`src/wsd_pkg.sv`:
```
package wsd_pkg;

   // Frame kinds reported with every result.
   localparam logic [3:0] KIND_CONT       = 4'd0;
   localparam logic [3:0] KIND_CONT_FINAL = 4'd1;
   localparam logic [3:0] KIND_TEXT       = 4'd2;
   localparam logic [3:0] KIND_TEXT_START = 4'd3;
   localparam logic [3:0] KIND_BIN        = 4'd4;
   localparam logic [3:0] KIND_BIN_START  = 4'd5;
   localparam logic [3:0] KIND_CLOSE      = 4'd6;
   localparam logic [3:0] KIND_PING       = 4'd7;
   localparam logic [3:0] KIND_PONG       = 4'd8;
   localparam logic [3:0] KIND_ERROR      = 4'd9;

   // Opcodes from the first header byte.
   localparam logic [3:0] OP_CONT  = 4'h0;
   localparam logic [3:0] OP_TEXT  = 4'h1;
   localparam logic [3:0] OP_BIN   = 4'h2;
   localparam logic [3:0] OP_CLOSE = 4'h8;
   localparam logic [3:0] OP_PING  = 4'h9;
   localparam logic [3:0] OP_PONG  = 4'hA;

   // Seven-bit length field codes.
   localparam logic [6:0] LEN_SHORT_MAX = 7'd125;
   localparam logic [6:0] LEN_EXT16     = 7'd126;

   typedef struct packed {
      logic       valid;
      logic [3:0] frame_kind;
      logic [7:0] payload_byte;
      logic       has_byte;
      logic       last_of_frame;
   } wsd_result_type;

   function automatic logic [3:0] kind_of(input logic [7:0] hdr0);
      logic       fin;
      logic [3:0] kind;
      fin = hdr0[7];
      case (hdr0[3:0])
         OP_CONT:  kind = fin ? KIND_CONT_FINAL : KIND_CONT;
         OP_TEXT:  kind = fin ? KIND_TEXT : KIND_TEXT_START;
         OP_BIN:   kind = fin ? KIND_BIN : KIND_BIN_START;
         OP_CLOSE: kind = fin ? KIND_CLOSE : KIND_ERROR;
         OP_PING:  kind = fin ? KIND_PING : KIND_ERROR;
         OP_PONG:  kind = fin ? KIND_PONG : KIND_ERROR;
         default:  kind = KIND_ERROR;
      endcase
      return kind;
   endfunction

endpackage

```
`src/wsd_parser.sv`:
```
module wsd_parser (
   input  logic                      clock,
   input  logic                      reset,
   input  logic                      step,
   input  logic [7:0]                stream_byte,
   output wsd_pkg::wsd_result_type   result
);

   typedef enum logic [2:0] {
      PH_HDR0 = 3'd0,
      PH_HDR1 = 3'd1,
      PH_EXT  = 3'd2,
      PH_MASK = 3'd3,
      PH_DATA = 3'd4
   } phase_type;

   phase_type   phase_ff, phase_in;
   logic [3:0]  ext_left_ff, ext_left_in;
   logic [63:0] payload_left_ff, payload_left_in;
   logic [31:0] mask_key_ff, mask_key_in;
   logic [1:0]  mask_phase_ff, mask_phase_in;
   logic [2:0]  mask_left_ff, mask_left_in;
   logic        is_masked_ff, is_masked_in;
   logic [3:0]  kind_ff, kind_in;

   logic [6:0]  len_field;
   logic [63:0] payload_dec;
   logic [7:0]  mask_byte;
   logic        hdr_done;
   logic [63:0] done_len;

   assign len_field   = stream_byte[6:0];
   assign payload_dec = payload_left_ff - 64'd1;

   always_comb begin
      case (mask_phase_ff)
         2'd0:    mask_byte = mask_key_ff[31:24];
         2'd1:    mask_byte = mask_key_ff[23:16];
         2'd2:    mask_byte = mask_key_ff[15:8];
         default: mask_byte = mask_key_ff[7:0];
      endcase
   end

   always_comb begin
      phase_in        = phase_ff;
      ext_left_in     = ext_left_ff;
      payload_left_in = payload_left_ff;
      mask_key_in     = mask_key_ff;
      mask_phase_in   = mask_phase_ff;
      mask_left_in    = mask_left_ff;
      is_masked_in    = is_masked_ff;
      kind_in         = kind_ff;
      hdr_done        = 1'b0;
      done_len        = payload_left_ff;
      result          = '0;
      result.frame_kind = kind_ff;

      unique case (phase_ff)
         PH_HDR1: begin
            is_masked_in  = stream_byte[7];
            mask_left_in  = stream_byte[7] ? 3'd4 : 3'd0;
            mask_key_in   = '0;
            mask_phase_in = '0;
            if (len_field <= wsd_pkg::LEN_SHORT_MAX) begin
               payload_left_in = {57'd0, len_field};
               ext_left_in     = 4'd0;
               if (stream_byte[7]) begin
                  phase_in = PH_MASK;
               end else begin
                  hdr_done = 1'b1;
                  done_len = {57'd0, len_field};
               end
            end else begin
               payload_left_in = '0;
               ext_left_in     = (len_field == wsd_pkg::LEN_EXT16) ? 4'd2 : 4'd8;
               phase_in        = PH_EXT;
            end
         end
         PH_EXT: begin
            payload_left_in = {payload_left_ff[55:0], stream_byte};
            ext_left_in     = ext_left_ff - 4'd1;
            if (ext_left_in == 4'd0) begin
               if (mask_left_ff != 3'd0) begin
                  phase_in = PH_MASK;
               end else begin
                  hdr_done = 1'b1;
                  done_len = payload_left_in;
               end
            end
         end
         PH_MASK: begin
            mask_key_in  = {mask_key_ff[23:0], stream_byte};
            mask_left_in = mask_left_ff - 3'd1;
            if (mask_left_in == 3'd0) begin
               hdr_done = 1'b1;
               done_len = payload_left_ff;
            end
         end
         PH_DATA: begin
            mask_phase_in        = mask_phase_ff + 2'd1;
            payload_left_in      = payload_dec;
            result.valid         = 1'b1;
            result.has_byte      = 1'b1;
            result.payload_byte  = stream_byte ^ (is_masked_ff ? mask_byte : 8'd0);
            result.last_of_frame = (payload_dec == 64'd0);
            if (payload_dec == 64'd0) begin
               phase_in = PH_HDR0;
            end
         end
         default: begin
            // First header byte; unused phase codes land here as well.
            kind_in  = wsd_pkg::kind_of(stream_byte);
            phase_in = PH_HDR1;
         end
      endcase

      if (hdr_done) begin
         mask_phase_in = '0;
         if (done_len == 64'd0) begin
            // A zero-length frame closes on its last header byte.
            phase_in             = PH_HDR0;
            result.valid         = 1'b1;
            result.last_of_frame = 1'b1;
         end else begin
            phase_in = PH_DATA;
         end
      end
   end

   always_ff @(posedge clock) begin
      if (reset) begin
         phase_ff        <= PH_HDR0;
         ext_left_ff     <= '0;
         payload_left_ff <= '0;
         mask_key_ff     <= '0;
         mask_phase_ff   <= '0;
         mask_left_ff    <= '0;
         is_masked_ff    <= 1'b0;
         kind_ff         <= '0;
      end else if (step) begin
         phase_ff        <= phase_in;
         ext_left_ff     <= ext_left_in;
         payload_left_ff <= payload_left_in;
         mask_key_ff     <= mask_key_in;
         mask_phase_ff   <= mask_phase_in;
         mask_left_ff    <= mask_left_in;
         is_masked_ff    <= is_masked_in;
         kind_ff         <= kind_in;
      end
   end

endmodule

```
`src/websocket_frame_deframer.sv`:
```
// WebSocket frame deframer. The block takes a received WebSocket stream one byte per
// transaction, parses each frame header (FIN and opcode, mask flag, 7-bit length with the
// 16-bit or 64-bit big-endian extended forms, optional 4-byte mask key) and then returns
// every payload byte once, unmasked with the rotating key and tagged with a frame kind.
// Header bytes return nothing, except the last header byte of a zero-length frame, which
// returns one transaction with has_byte low and last_of_frame high. Control frames without
// FIN and unknown opcodes are tagged as errors but still parsed. The block sustains one
// byte per clock cycle while the result output is not stalled. An accepted byte is held in
// the input register until the parser consumes it; its result is loaded into the result
// register, which offers it on the output. While a result waits on a stalled output, the
// input register still takes one more byte if it is empty; after that the input stalls
// until the waiting result is taken.
module websocket_frame_deframer (
   input  logic       clock,
   input  logic       reset,

   input  logic       req_valid,
   output logic       req_stall,
   input  logic [7:0] req_stream_byte,

   output logic       rsp_valid,
   input  logic       rsp_stall,
   output logic [3:0] rsp_frame_kind,
   output logic [7:0] rsp_payload_byte,
   output logic       rsp_has_byte,
   output logic       rsp_last_of_frame
);

   // Input register: holds one accepted byte until the parser consumes it.
   logic       in_valid_ff;
   logic [7:0] in_byte_ff;

   // Result register.
   logic       out_valid_ff;
   logic [3:0] out_kind_ff;
   logic [7:0] out_byte_ff;
   logic       out_has_ff;
   logic       out_last_ff;

   logic                    advance;
   wsd_pkg::wsd_result_type result;

   // The held byte is consumed when the result register is free or is being drained
   // in this cycle. Header bytes without a result follow the same rule so that the
   // order of results is never in doubt.
   assign advance   = in_valid_ff && (!out_valid_ff || !rsp_stall);
   assign req_stall = in_valid_ff && !advance;

   wsd_parser u_parser (
      .clock       (clock),
      .reset       (reset),
      .step        (advance),
      .stream_byte (in_byte_ff),
      .result      (result)
   );

   always_ff @(posedge clock) begin
      if (reset) begin
         in_valid_ff <= 1'b0;
      end else if (req_valid && !req_stall) begin
         in_valid_ff <= 1'b1;
      end else if (advance) begin
         in_valid_ff <= 1'b0;
      end
   end

   always_ff @(posedge clock) begin
      if (req_valid && !req_stall) begin
         in_byte_ff <= req_stream_byte;
      end
   end

   always_ff @(posedge clock) begin
      if (reset) begin
         out_valid_ff <= 1'b0;
      end else if (advance && result.valid) begin
         out_valid_ff <= 1'b1;
      end else if (!rsp_stall) begin
         out_valid_ff <= 1'b0;
      end
   end

   // Payload of the result register; it only loads when the register is free or
   // draining, so a stalled transaction stays put.
   always_ff @(posedge clock) begin
      if (advance && result.valid) begin
         out_kind_ff <= result.frame_kind;
         out_byte_ff <= result.payload_byte;
         out_has_ff  <= result.has_byte;
         out_last_ff <= result.last_of_frame;
      end
   end

   assign rsp_valid         = out_valid_ff;
   assign rsp_frame_kind    = out_kind_ff;
   assign rsp_payload_byte  = out_byte_ff;
   assign rsp_has_byte      = out_has_ff;
   assign rsp_last_of_frame = out_last_ff;

endmodule

```
`config.mk`:
```
export PLATFORM = sky130hd
export DESIGN_NAME = websocket_frame_deframer
export DESIGN_NICKNAME = d
export VERILOG_FILES = /design/src/wsd_pkg.sv /design/src/wsd_parser.sv /design/src/websocket_frame_deframer.sv
export SDC_FILE = /design/constraint.sdc
export NUM_CORES = 1
export LEC_CHECK = 0
export ABC_CLOCK_PERIOD_IN_PS = 3580
export BUFFER_PORTS_ARGS = -buffer_cell sky130_fd_sc_hd__buf_2
export CELL_PAD_IN_SITES_DETAIL_PLACEMENT = 0
export CELL_PAD_IN_SITES_GLOBAL_PLACEMENT = 1
export CORE_MARGIN = 1
export CORE_UTILIZATION = 47
export DETAILED_ROUTE_END_ITERATION = 12
export GPL_ROUTABILITY_DRIVEN = 0
export HOLD_SLACK_MARGIN = 0.15
export PLACE_DENSITY_LB_ADDON = 0.08
export RECOVER_POWER = 50
export REMOVE_ABC_BUFFERS = 1
export SYNTH_ARGS = -nofsm -noshare
export SYNTH_HDL_FRONTEND = slang
export SYNTH_SLANG_ARGS = --single-unit
```
`constraint.sdc`:
```
create_clock -name clock -period 3.58 [get_ports clock]
set_input_delay 0.358 -clock clock [delete_from_list [all_inputs] [get_ports clock]]
set_output_delay 0.358 -clock clock [all_outputs]
set_load 0.005 [all_outputs]
```
After elaboration in Yosys (flattened, before gate mapping)
Index checks and enable logic that the tools add are counted.

Logic and storage cells: 117. Bits in registers: 137. Bits of input ports: 12. Output and inout bits: 16.

Muxes and demuxes: 48. Order comparisons: 1. Eq/ne operators: 18. Bitwise gates (word level): 2. Reductions and logical operators: 29. Add/subtract/negate cells: 4.

Operators with widths (count): two-way mux 64 bit (4); one-hot mux 64 bit (3 select lines) (1); zero test 64 bit (2); one-hot mux 64 bit (2 select lines) (1); one-hot mux 32 bit (2 select lines) (1); subtractor 64 x 1 -> 64 bit (second input constant) (1); two-way mux 3 bit (8); one-hot mux 4 bit (6 select lines) (1); one-hot mux 8 bit (3 select lines) (1); two-way mux 1 bit (18); two-way mux 4 bit (4); == test 4 bit (second input constant) (3); one-hot mux 3 bit (4 select lines) (1); AND reduction 2 bit (6); inequality test 3 x 1 -> 1 bit (second input constant) (3); nonzero test 3 bit (3); zero test 4 bit (2); two-way mux 8 bit (1); one-hot mux 4 bit (2 select lines) (1); bitwise XOR 8 bit (1); == test 7 bit (second input constant) (1); less-or-equal comparator 7 bit (second input constant) (1); two-way mux 7 bit (1); == test 3 x 2 -> 1 bit (second input constant) (2); other kinds (24) (34).

Depth between registers and ports, before layout
Depth in word-level cells: 9. Depth in mapped cells: 11.

Modules after synthesis
A second synthesis with hierarchy kept.

Cell total of the unflattened synthesis: 1084. Area total of the unflattened synthesis: 8277.9 µm².

Modules (own cells, without submodules): wsd_parser (times used 1, cells an instance 1050, area each 7523.5 µm², seq. area each 2262.2 µm²); websocket_frame_deframer (times used 1, cells an instance 34, area each 754.5 µm², seq. area each 700.7 µm²).

Worst setup path before layout
No wires, ideal clock.

Path type: flip-flop to flip-flop. Start: register u_parser.payload_left_ff[24]. End: register out_last_ff, in the netlist rsp_last_of_frame (data pin). Slack: 517 ps. Buffers on the path: 1. Period minus slack after synthesis: 3063 ps. Arrival time: 2883 ps. Stages on the path, launching flop included: 10. Library setup time: 180 ps. Path through: dfxtp_1 buf_6 or4_4 nor4_4 nand3_1 nor3_1 xnor2_1 nand4_1 or3_1 o41ai_2.

RTL lines: from (decl) (line wsd_parser.sv:19) `logic [63:0] payload_left_ff, payload_left_in;`; from (signal assigned) (line wsd_parser.sv:143) `payload_left_ff <= payload_left_in;`; to (signal assigned) (line websocket_frame_deframer.sv:90) `out_last_ff <= result.last_of_frame;`; to (decl) (line websocket_frame_deframer.sv:38) `logic out_last_ff;`.

Worst setup path in the final report
Start: register u_parser.payload_left_ff[0]. End: register out_kind_ff[3], in the netlist rsp_frame_kind[3] (enable).

Longest elaborated chain between the ends: 7.

Ends and longest elaborated chain: two-way mux 64 bit, on equally long branches (line wsd_parser.sv:83, wsd_parser.sv:67); two-way mux 64 bit, on equally long branches (line wsd_parser.sv:82, wsd_parser.sv:64); one-hot mux 64 bit (2 select lines) * (line wsd_parser.sv:58) `unique case (phase_ff)`; zero test 64 bit * (line wsd_parser.sv:119) `if (done_len == 64'd0) begin`; two-way mux 1 bit * (line wsd_parser.sv:119); two-way mux 1 bit * (line wsd_parser.sv:117) `if (hdr_done) begin`; logical AND 1 bit * (line websocket_frame_deframer.sv:86) `if (advance && result.valid) begin`; to (signal assigned) (line websocket_frame_deframer.sv:87) `out_kind_ff <= result.frame_kind;`; to (decl) (line websocket_frame_deframer.sv:35) `logic [3:0] out_kind_ff;`.

Every way passes the cells marked *; elsewhere a longest branch is shown, timed or not. A chain may end at the register's enable or synchronous reset.

==> summary.txt <==
Drt
  • Post-DRT Antenna Nets: 0
  • Routed wire length: between 20 and 30 mm
  • Drt first pass iters: 5
  • Routed via count: 8373
  • Via density: between 6 and 7
  • Drt initial violations: ~890
  • Routed wire length per instance: a little over 20 um
  • Residual DRC: 0

Timing
  • Final Hold Viols: 0
  • Final WS setup: 0.247 ns
  • Count of final setup violators: 0
  • Slew @ Worst Pin: approximately 1.6 ns
  • Final Slew Violations: between 70 and 80
  • Fin crit share: between 90% and 100%
  • Fin Clk Skew: 0.0108 ns
  • Fin Setup TNS: 0 ns
  • F_max: 0.300 GHz
  • Slew HR: -5.15%
  • Fin crit period: 3.33 ns
  • RSZ-0062 raised after global routing: no

Final layout
  • Final Instance Count excl. Fillers: ~1400
  • Diode count: 0
  • Post-layout net count: around 1100
  • Layout area overhead: 15.1%
  • Layout cell share with drive strength beyond 1: between 10% and 20%
  • # fillers: approximately 1700

Power
  • PD cells: 494 mW/mm2
  • Peak supply drop: 0.350 mV
  • Final Total Pwr: about 0.0047 W
  • LEAKAGE: 3.53 nW

Global route
  • First-pass GRT wire length: 43.5 mm
  • Antenna violations before repair: 0
  • Vias in the first global route: roughly 7800
  • Total gr overflow: 0
  • Pin count of the biggest net entering global routing: 80
  • Overall routing resource usage: a little under a third

Hold path
  • Hold/Removal Path Class: in -> reg
  • WHS Path Cells: 3
  • Worst Min Path Start: rsp_stall
  • Hold Path Sink: rsp_valid

CTS
  • Setup Buffers After CTS: 0
  • Cts bufs inserted: 17
  • Clk_lat worst skew: between 0.4 and 0.5 ns
  • Clk buf depth: 2
  • Clock transition at path regs: 0.07 ns
  • Hold Buf Count CTS: 9
  • CTS tree: built
  • Clk sinks: about 140
  • Clock tree root driver cell: clkbuf_16
  • Post_cts resized: 0
  • CTS H-tree depth: 4

Setup path
  • Worst setup SP type: flop
  • Crit path arrival time: about 3.5 ns
  • Reg2Reg Depth: 9
  • Data required, critical path: 3.70 ns
  • Crit Path Max Fanout: 14
  • R2r setup slk: roughly 0.25 ns
  • CP Class: reg -> reg
  • FF-to-FF Start: u_parser.payload_left_ff[0]
  • Crit. End Element: flop
  • R2R Path End: rsp_frame_kind[3]

Placement
  • Dpl ws: roughly 0.29 ns
  • DP HPWL: between 15 and 20 mm
  • Port bufs: 27
  • Post-placement cell count: around 1300

Floorplanning
  • DIE WIDTH: 135 um
  • CORE AREA: 0.0173 mm2
  • Rows: 48
  • Die footprint: ~0.018 mm2
  • Initial Util: 48.2%
  • Ports: 28
  • Die Span Y: 135 um

Synth
  • Most area-consuming cells after synthesis: dfxtp_1 (28%), nor2_1 (8.4%), edfxtp_1 (7.9%)
  • Number of flops mapped to enable cells by yosys: 22
  • Most common cell in the netlist: nor2_1
  • Post-synth top area share: 27.6%
  • Async SR Flop Fraction: 0%
  • Yosys synthesis warning count: 0
  • Synthesized flop and latch total: approximately 140
  • Synth cell types: 65
  • Mapped Avg Cell Area: approximately 7.6 um2
  • Top FF cell, synth: dfxtp_1
  • Post-synth top cells: nor2_1 (186), dfxtp_1 (115), nand2_1 (108), clkbuf_1 (82), o21ai_0 (72)
  • Mapped Cells: about 1100
  • Cell taking the most area after synthesis: dfxtp_1
  • Netlist Area Pre-Place: 0.00833 mm2
  • Sequential area share after synthesis: around 36%

Run
  • Max-Cap Viols: 1

Status
  • Status: finished, violations left
  • Failing checks: capacitance limit, slew limit
==> registers in the layout (all words and copies together) (netlist names) <==
register                  count
in_byte_ff                    8
u_parser.payload_left_ff     64
u_parser.is_masked_ff         1
u_parser.phase_ff             3
rsp_last_of_frame             1
u_parser.mask_left_ff         3
rsp_has_byte                  1
u_parser.mask_phase_ff        2
rsp_frame_kind                4
in_valid_ff                   1
u_parser.ext_left_ff          4
u_parser.kind_ff              4
rsp_payload_byte              8
rsp_valid                     1
u_parser.mask_key_ff         32
==> report_power, final <==
part / switching (W) / internal (W)
registers: 0.0000515 / 0.00160
clock network: 0.000842 / 0.00101
logic: 0.000765 / 0.000464
total: 0.00166 / 0.00307
==> worst max-delay path by stage <==
stage                                 from                end  slack, ns  depth (start not counted)
2_1_floorplan         u_parser.phase_ff[1]  rsp_frame_kind[0]      -2.10                          8
3_3_place_gp   u_parser.payload_left_ff[0]       rsp_has_byte       0.35                          9
3_5_place_dp   u_parser.payload_left_ff[0]  rsp_last_of_frame       0.29                          8
4_1_cts        u_parser.payload_left_ff[0]  rsp_last_of_frame       0.25                          8
5_1_grt        u_parser.payload_left_ff[0]  rsp_frame_kind[3]      0.005                          9
6_report       u_parser.payload_left_ff[0]  rsp_frame_kind[3]       0.25                          9
==> metal layers <==
layer  share of wire (%)  global-route usage [%]  vias to the layer above
li1                    -                       -                     4023
met1                  43                    40.8                     3947
met2                  48                    50.3                      343
met3                 6.1                    5.48                       60
met4                 2.8                    12.2                        0
met5                   0                       0                        -
==> layout make-up <==
cell class | instances | area (um2) | area share (%)
timing repair buffer | 103 | 721 | 7.52
sequential | 137 | 2960 | 30.9
clock buffer | 17 | 425 | 4.44
clock inverter | 15 | 198 | 2.06
multi-input combinational | 840 | 4930 | 51.4
inverter | 18 | 67.6 | 0.705
tap | 225 | 282 | 2.94
==> cells by family after synthesis <==
logic type               after synthesis  synth area share, %
AND/OR/NAND/NOR                      509                 30.9
XOR/XNOR                              51                 5.36
buffers and inverters                118                 5.53
flip-flops                           137                 35.6
adder cells (fa/ha/maj)               11                 1.65
multiplexers                           2                0.240
AO/OA/AOI/OAI                        267                 20.7
==> layout by cell type, fill, tap and decap left out, types with 6 or more instances in the layout <==
cell           netlist  layout
a21oi_1             62      62
o211ai_1             8       8
dfxtp_1            115     115
ha_1                11      11
edfxtp_1            22      22
a211oi_1            11      11
clkbuf_1            82      16
nand4_1             25      25
nor4_2               7       7
a31oi_1              6       6
xor2_1              20      20
a221oi_1            15      15
o31ai_1              7       7
buf_2                8      15
dlygate4sd3_1        0       9
buf_4                0      60
nor3_1              46      46
nor4_1              38      38
clkbuf_16            0      17
or3_1               12      12
nand2_1            108     108
inv_1               18      18
o21ai_0             72      72
or4_1                8       8
nor2_1             186     185
a22oi_1             51      51
xnor2_1             31      31
and3_1               6       6
inv_8                0       6
nand3_1             20      20
a222oi_1             8       8
nand2b_1             8       8
or2_2                8       8
==> worst max-delay path, stage by stage, from the launching register on <==
cell      delay [ns]
dfxtp_1         0.37
or4_1           0.72
or3_1           0.44
nor4_1          0.29
nand4b_1        0.14
a211oi_1        0.33
nand2_1         0.21
a21o_1          0.23
inv_1           0.06
buf_4           0.24
==> per-stage QoR <==
stage	hold WS [ns]	area (um2)	utilization, %
after CTS	0.238	9640	55.7
after global routing	0.269	9590	55.4
after detailed placement	0.427	8920	51.6
after global placement	0.403	8920	51.6
after floorplan	0.401	7940	-
final	0.247	9590	55.4
Power figures use the tool's default switching activity.
